`config.mk`:
```
export PLATFORM = sky130hd
export DESIGN_NAME = qdv_div
export DESIGN_NICKNAME = d
export VERILOG_FILES = /design/src/design/qdv_pkg.sv /design/src/design/qdv_div.sv
export SDC_FILE = /design/constraint.sdc
export NUM_CORES = 2
export LEC_CHECK = 0
export ABC_AREA = 0
export BUFFER_PORTS_ARGS = -buffer_cell sky130_fd_sc_hd__buf_2
export CELL_PAD_IN_SITES_DETAIL_PLACEMENT = 0
export CELL_PAD_IN_SITES_GLOBAL_PLACEMENT = 1
export CORE_ASPECT_RATIO = 0.9
export CORE_MARGIN = 5
export CORE_UTILIZATION = 51
export CTS_BUF_LIST = sky130_fd_sc_hd__clkbuf_16
export DETAILED_ROUTE_END_ITERATION = 7
export GPL_TIMING_DRIVEN = 0
export HOLD_SLACK_MARGIN = 0.1
export PLACE_DENSITY = 0.83
export SETUP_SLACK_MARGIN = 0.05
export SYNTH_ARGS = -nofsm -noshare
export SYNTH_HDL_FRONTEND = slang
export SYNTH_SLANG_ARGS = --single-unit
```
`constraint.sdc`:
```
create_clock -name clk -period 10.12 [get_ports clk]
set_input_delay 2.53 -clock clk [delete_from_list [all_inputs] [get_ports clk]]
set_output_delay 2.53 -clock clk [all_outputs]
set_load 0.02 [all_outputs]
```
`src/design/qdv_pkg.sv`:
```
`default_nettype none
package qdv_pkg;

  localparam int HISTORY_DEPTH = 16;
  localparam int IDX_W = $clog2(HISTORY_DEPTH);
  localparam int RING_W = $clog2(HISTORY_DEPTH + 1);
  localparam int ADDR_W = IDX_W + 1;
  localparam int ENTRIES = 2 ** ADDR_W;

  localparam int TIME_W = 32;
  localparam int CNT_W = 32;
  localparam int TICK_W = 16;
  localparam int CFG_W = 16;
  localparam int VEL_W = 48;
  localparam int NUM_W = 52;
  localparam int DEN_W = 48;
  localparam int QF_W = VEL_W - 1;
  localparam int SAT_SH = QF_W - 16;
  localparam int S_DATA_W = 40;
  localparam int M_DATA_W = 80;

  localparam logic [1:0] OP_EDGE = 2'd0;
  localparam logic [1:0] OP_QUERY = 2'd1;
  localparam logic [1:0] OP_CLEAR = 2'd2;

  localparam logic [1:0] REG_RING = 2'd0;
  localparam logic [1:0] REG_LEVELS = 2'd1;
  localparam logic [1:0] REG_INVERT = 2'd2;
  localparam logic [1:0] REG_TICKS = 2'd3;

  localparam logic [4:0] RING_RESET = 5'd10;
  localparam logic [TICK_W-1:0] TICKS_RESET = 16'd1024;
  localparam logic [19:0] US_PER_S = 20'd1000000;
  localparam logic [TIME_W-1:0] TIME_STEP = 32'd10;
  localparam logic [VEL_W-1:0] VEL_MAX = {1'b0, {QF_W{1'b1}}};
  localparam logic [VEL_W-1:0] VEL_SAT_MAG = {1'b1, {QF_W{1'b0}}};

  typedef struct packed {
    logic [CNT_W-1:0] magc;
    logic [TIME_W-1:0] magt;
    logic [TICK_W-1:0] ticks;
    logic neg;
  } div_req_t;

  typedef struct packed {
    logic done;
    logic [VEL_W-1:0] vel;
  } div_resp_t;

  function automatic logic [RING_W-1:0] ring_clamp(logic [4:0] v);
    logic [RING_W-1:0] n;
    if (v < 5'd2) n = RING_W'(2);
    else if (int'(v) > HISTORY_DEPTH) n = RING_W'(HISTORY_DEPTH);
    else n = RING_W'(v);
    return n;
  endfunction

  function automatic logic [IDX_W-1:0] ring_adv(logic [IDX_W-1:0] idx,
                                                logic [RING_W-1:0] n);
    logic [RING_W-1:0] nxt;
    nxt = RING_W'(idx) + RING_W'(1);
    return (nxt >= n) ? '0 : IDX_W'(nxt);
  endfunction

endpackage
`default_nettype wire

```
`src/design/qdv_div.sv`:
```
`default_nettype none
module qdv_div
  import qdv_pkg::*;
(
  input  wire logic      clk,
  input  wire logic      rst,
  input  wire logic      start,
  input  wire div_req_t  req,
  output      div_resp_t resp
);

  typedef enum logic [1:0] {D_IDLE, D_CHK, D_RUN, D_FIN} dstate_t;

  dstate_t state;
  logic [NUM_W-1:0] num;
  logic [DEN_W-1:0] den;
  logic [DEN_W-1:0] rem;
  logic [QF_W-1:0] dsh;
  logic [QF_W-1:0] quo;
  logic [$clog2(QF_W)-1:0] cnt;
  logic neg;
  logic ovf;
  logic done;
  logic [VEL_W-1:0] vel;

  logic [DEN_W-1:0] trial;
  logic ge;
  logic [VEL_W-1:0] mag;

  always_comb begin
    trial = {rem[DEN_W-2:0], dsh[QF_W-1]};
    ge = trial >= den;
    mag = ovf ? VEL_SAT_MAG : {1'b0, quo};
    resp.done = done;
    resp.vel = vel;
  end

  always_ff @(posedge clk) begin
    done <= 1'b0;
    if (rst) begin
      state <= D_IDLE;
    end else begin
      case (state)
        D_IDLE: begin
          if (start) begin
            num <= NUM_W'(req.magc) * NUM_W'(US_PER_S);
            den <= DEN_W'(req.magt) * DEN_W'(req.ticks);
            neg <= req.neg;
            state <= D_CHK;
          end
        end
        D_CHK: begin
          ovf <= (DEN_W + SAT_SH)'(num) >= {den, {SAT_SH{1'b0}}};
          rem <= DEN_W'(num >> SAT_SH);
          dsh <= {num[SAT_SH-1:0], 16'd0};
          quo <= '0;
          cnt <= ($clog2(QF_W))'(QF_W - 1);
          if ((DEN_W + SAT_SH)'(num) >= {den, {SAT_SH{1'b0}}}) state <= D_FIN;
          else state <= D_RUN;
        end
        D_RUN: begin
          rem <= ge ? trial - den : trial;
          quo <= {quo[QF_W-2:0], ge};
          dsh <= {dsh[QF_W-2:0], 1'b0};
          cnt <= cnt - 1'b1;
          if (cnt == '0) state <= D_FIN;
        end
        D_FIN: begin
          vel <= neg ? VEL_W'(0) - mag : (ovf ? VEL_MAX : mag);
          done <= 1'b1;
          state <= D_IDLE;
        end
        default: state <= D_IDLE;
      endcase
    end
  end

endmodule
`default_nettype wire

```
After elaboration in Yosys (flattened, before gate mapping)
Cells that the tools add are included.

$add $sub $neg: 3. Muxes and demuxes: 13. $lt $le $gt $ge: 2. Bitwise gates (word level): 1. Shift operators: 0. Reduce and logical (&&, ||, !) cells: 8. Eq/ne operators: 5. Divide/modulo/power cells: 0. $mul: 2.

Operators by type and width (count): 47-bit one-hot mux with 2 select lines (3); 48-bit two-way mux (3); 52-bit by 79-bit greater-or-equal comparator with 1-bit output (1); 48-bit greater-or-equal comparator (1); 32-bit by 16-bit multiplier with 48-bit output (1); 1-bit by 48-bit subtractor with 48-bit output (first input constant) (1); 47-bit two-way mux (1); 47-bit subtractor (1); 32-bit by 14-bit multiplier with 46-bit output (second input constant) (1); 6-bit one-hot mux with 2 select lines (1); 2-bit one-hot mux with 4 select lines (1); 2-bit AND reduction (4); 6-bit zero test (1); 6-bit by 1-bit subtractor with 6-bit output (second input constant) (1); 2-bit == test (second input constant) (2); 2-bit two-way mux (2); 2-bit != test (second input constant) (2); 3-bit AND reduction (1); 2-bit by 1-bit == test with 1-bit output (second input constant) (1); 2-bit zero test (1); 1-bit two-way mux (2); 2-bit nonzero test (1); 1-bit NOT (1).

Latch bits: 0. Register bits: 294. Memory bits (writable): 0. Output and inout port bits: 49. Memory bits (read-only): 0. Bits of input ports: 84. Memories: 0.

Longest topological paths before layout
Word-level depth: 3. Gate-level depth with buffers: 25. Mapped depth without buffers: 24.

Least setup slack after synthesis
OpenSTA, ideal clock, no wires.

Path kind: input port to flip-flop. From: input req[22] (netlist bit). To: register den[45] (data pin). Stages: 23. Data required time: 9.860 ns. Data arrival time: 8.503 ns. Path slack: 1.357 ns. Path through: clkbuf_1 and2_1 fa_1 inv_1 fa_1 fa_1 fa_1 inv_1 fa_1 inv_1 fa_1 inv_1 ha_1 a21oi_1 nand2_1 a21oi_1 o221ai_1 o41ai_1 o21ai_1 o41a_1 a211oi_1 o221ai_1 xnor2_1.

Word-level cells in the longest chain between the ends: 1.

Ends and longest elaborated chain: start: declaration (line qdv_div.sv:8) `input wire div_req_t req,`; 32-bit by 16-bit multiplier with 48-bit output (line qdv_div.sv:47) `den <= DEN_W'(req.magt) * DEN_W'(req.ticks);`; end signal: assignment (line qdv_div.sv:47); end: declaration (line qdv_div.sv:16) `logic [DEN_W-1:0] den;`.

Every way passes these cells. A chain may end at the register's enable or synchronous reset.

Final worst setup path
Ends and elaborated chain as after synthesis.

==> impl_metrics.csv <==
group,metric,value,unit
worst_setup_path,worst-path-buf-inv,7,
floorplanning,initial_utilization,51.2,%
placement,io_buffer_count,132,
cells_and_area,drive_gt1_share,5.75,%
floorplanning,die-area,0.0803,mm^2
placement,gp_congestion,0.915,
floorplanning,die_w,298,um
cells_and_area,fin_nets,5209,
sta,drv_slew,0,
worst_setup_path,worstSetupStartpointType,"primary input",
sta,timing.slew.headroom,32.3,%
cells_and_area,utilization,55.3,%
cts,htreeDepth,1,
placement,place_area,0.0402,mm^2
sta,finalSetupViolCount,0,
global_route,grt_pass1_vias,28500,
floorplanning,die_y,269,um
synthesis,synth_top_area_share,29.1,%
cells_and_area,layout_common_cells,"inv_1 (776), fa_1 (554), nand2_1 (450), ha_1 (349), and2_1 (280)",
worst_setup_path,critPathMaxStageDelay,0.60,ns
synthesis,synth_area,0.0381,mm^2
drt,drt_iter0_markers,2164,
cts,clock_sinks,272,
drt,num_vias,28600,
floorplanning,rows,95,
global_route,grt_usage,24.6,%
cts,cts-root-buf,"clkbuf_16",
drt,drc,0,
drt,vias_per_cell,5.49,
sta,period_share,97.7,%
worst_setup_path,worstSetupPathType,"in -> reg",
cts,clkTransAtPathRegs,0.06,ns
worst_setup_path,arrival,10.19,ns
drt,first_pass_iters,6,
cts,post-cts-setup-buffers,0,
sta,fin_ws,0.236,ns
cells_and_area,fin_area,0.0412,mm^2
cells_and_area,num_antenna_cells,0,
synthesis,async_reset_ff_share,0,%
sta,worst_pin_slew,1.02,ns
cts,postCtsHoldBufs,0,
placement,dp_hpwl,81.8,mm
worst_setup_path,worstPathCellList,"buf_2 > clkbuf_1 > nand2_1 > fa_1 > inv_1 > fa_1 > inv_1 > fa_1 > inv_1 > fa_1 > fa_1 > inv_1 > fa_1 > inv_1 > ha_1 > a21oi_1 > o221ai_1 > o41ai_1 > o21ai_1 > o41a_1 > a211oi_1 > o221ai_1 > xnor2_1",
worst_setup_path,cp_common_cell,"fa_1",
synthesis,synth_edf_count,269,
cts,tritoncts,"done",
drt,wl,98.6,mm
min_path,min_path_type,"reg -> reg",
synthesis,ys_ff_latch,272,
synthesis,avgSynthCellArea,9.40,um^2
synthesis,synth_top_area_cell,"fa_1",
worst_setup_path,cp-end-kind,"register",
drt,antenna_left,0,
global_route,grt_max_degree,39,
synthesis,synth.area.top_cells,"fa_1 (29%), edfxtp_1 (21%), ha_1 (11%), inv_1 (7.6%), and2_1 (4.6%)",
synthesis,yosysWarnings,0,
floorplanning,core,0.0744,mm^2
job,cap_violations,0,
cells_and_area,area_growth,8.09,%
synthesis,synth_nets,5040,
worst_setup_path,crit_fanout,10,
sta,fmax,0.101,GHz
synthesis,synth_cells,4053,
sta,finalCriticalPeriod,9.88,ns
global_route,overflow,0,
worst_setup_path,crit_slowest_cell,"clkbuf_1",
cts,cts_buffer_depth,3,
worst_setup_path,worst_ep_required_time,10.43,ns
cts,numCtsBuffers,28,
sta,finalClockSkew,0.0150,ns
status,outcome,"completed",
sta,rsz0062_at_grt,"yes",
cells_and_area,final_common_cell,"inv_1",
global_route,grt_pass1_wl,159,mm
floorplanning,pin_count,133,
synthesis,yosysSeqAreaShare,21.4,%
cts,clock_insertion_delay_worst_skew,0.57,ns
global_route,antenna_found_initial,0,
drt,routedWlPerCell,18.9,um
synthesis,ys.flop_type,"edfxtp_1",
sta,hold_viol,0,
placement,place_ws,-0.247,ns
synthesis,ys_types,79,
worst_setup_path,path_delay_family,"adder cells",
==> cells by family after synthesis <==
kind of cell	count (synthesis)	share of synthesized area (%)
multiplexers	28	0.818
buffers and inverters	942	9.32
XOR/XNOR	126	2.90
AO/OA/AOI/OAI	629	10.3
AND/OR/NAND/NOR	1153	14.7
flip-flops	272	21.4
adder cells (fa/ha/maj)	903	40.6
==> synthesized netlist by cell type (8+ instances only) <==
master	n
a211oi_1	28
a21o_1	76
a21oi_1	224
a31oi_1	19
a32oi_1	8
and2_1	280
and3_1	23
clkbuf_1	152
edfxtp_1	269
fa_1	554
ha_1	349
inv_1	774
mux2_2	25
nand2_1	450
nand2b_1	20
nand3_1	47
nand4_1	27
nor2_1	176
nor2b_1	25
nor3_1	42
nor4_1	23
o211ai_1	16
o21a_1	19
o21ai_0	113
o21ai_1	18
o21bai_1	20
o31ai_1	10
or3_1	11
xnor2_1	91
xor2_1	35
==> per-layer routing <==
metal / vias up / part of all wire (%) / wire, um / global-route usage [%]
li1: 13400 / - / - / -
met1: 14200 / 46 / 45500 / 37.1
met2: 902 / 44 / 43000 / 37.6
met3: 133 / 8.1 / 8020 / 4.92
met4: 0 / 2.1 / 2030 / 4.48
met5: - / 0 / 0 / 0
==> layout make-up <==
class | count | area [um^2]
buffer | 165 | 637
clock buffer | 28 | 701
clock inverter | 23 | 302
fill | 6769 | 33200
inverter | 776 | 2910
multi-input combinational | 2839 | 26400
sequential | 272 | 8140
tap | 970 | 1210
timing repair buffer | 140 | 843
==> path summary, 6_finish.rpt <==
check	start	end	slack [ns]	cells after the start
max	req[22]	den[45]	0.24	23
min	dsh[28]	dsh[29]	0.55	1
max reg2reg	ovf	vel[46]	5.16	16
min reg2reg	dsh[28]	dsh[29]	0.55	1
==> sequential cells by signal, indices dropped and copies added, names as in the netlist, 2 cells and up <==
| register | flops |
|---|---|
| cnt | 6 |
| den | 48 |
| dsh | 25 |
| num | 46 |
| quo | 47 |
| rem | 47 |
| state | 2 |
| vel | 48 |
==> through the flow <==
stage | TNS [ns] | hold WS (ns) | instances
6_report | 0 | 0.550 | 5213
5_1_grt | -0.0443 | 0.561 | 5213
4_1_cts | 0 | 0.553 | 5214
3_5_place_dp | -0.721 | 0.537 | 5163
3_3_place_gp | -211.48 | 0.527 | 5155
2_1_floorplan | 0 | 0.519 | 4053
==> repair_timing <==
item	CTS	global route
endpoints found under the setup margin	0	5
gates resized for setup	0	4
hold endpoints to repair	0	0
Power is not shown: default switching activity piles up to over one toggle a cycle in this logic, so the estimate is an artifact.
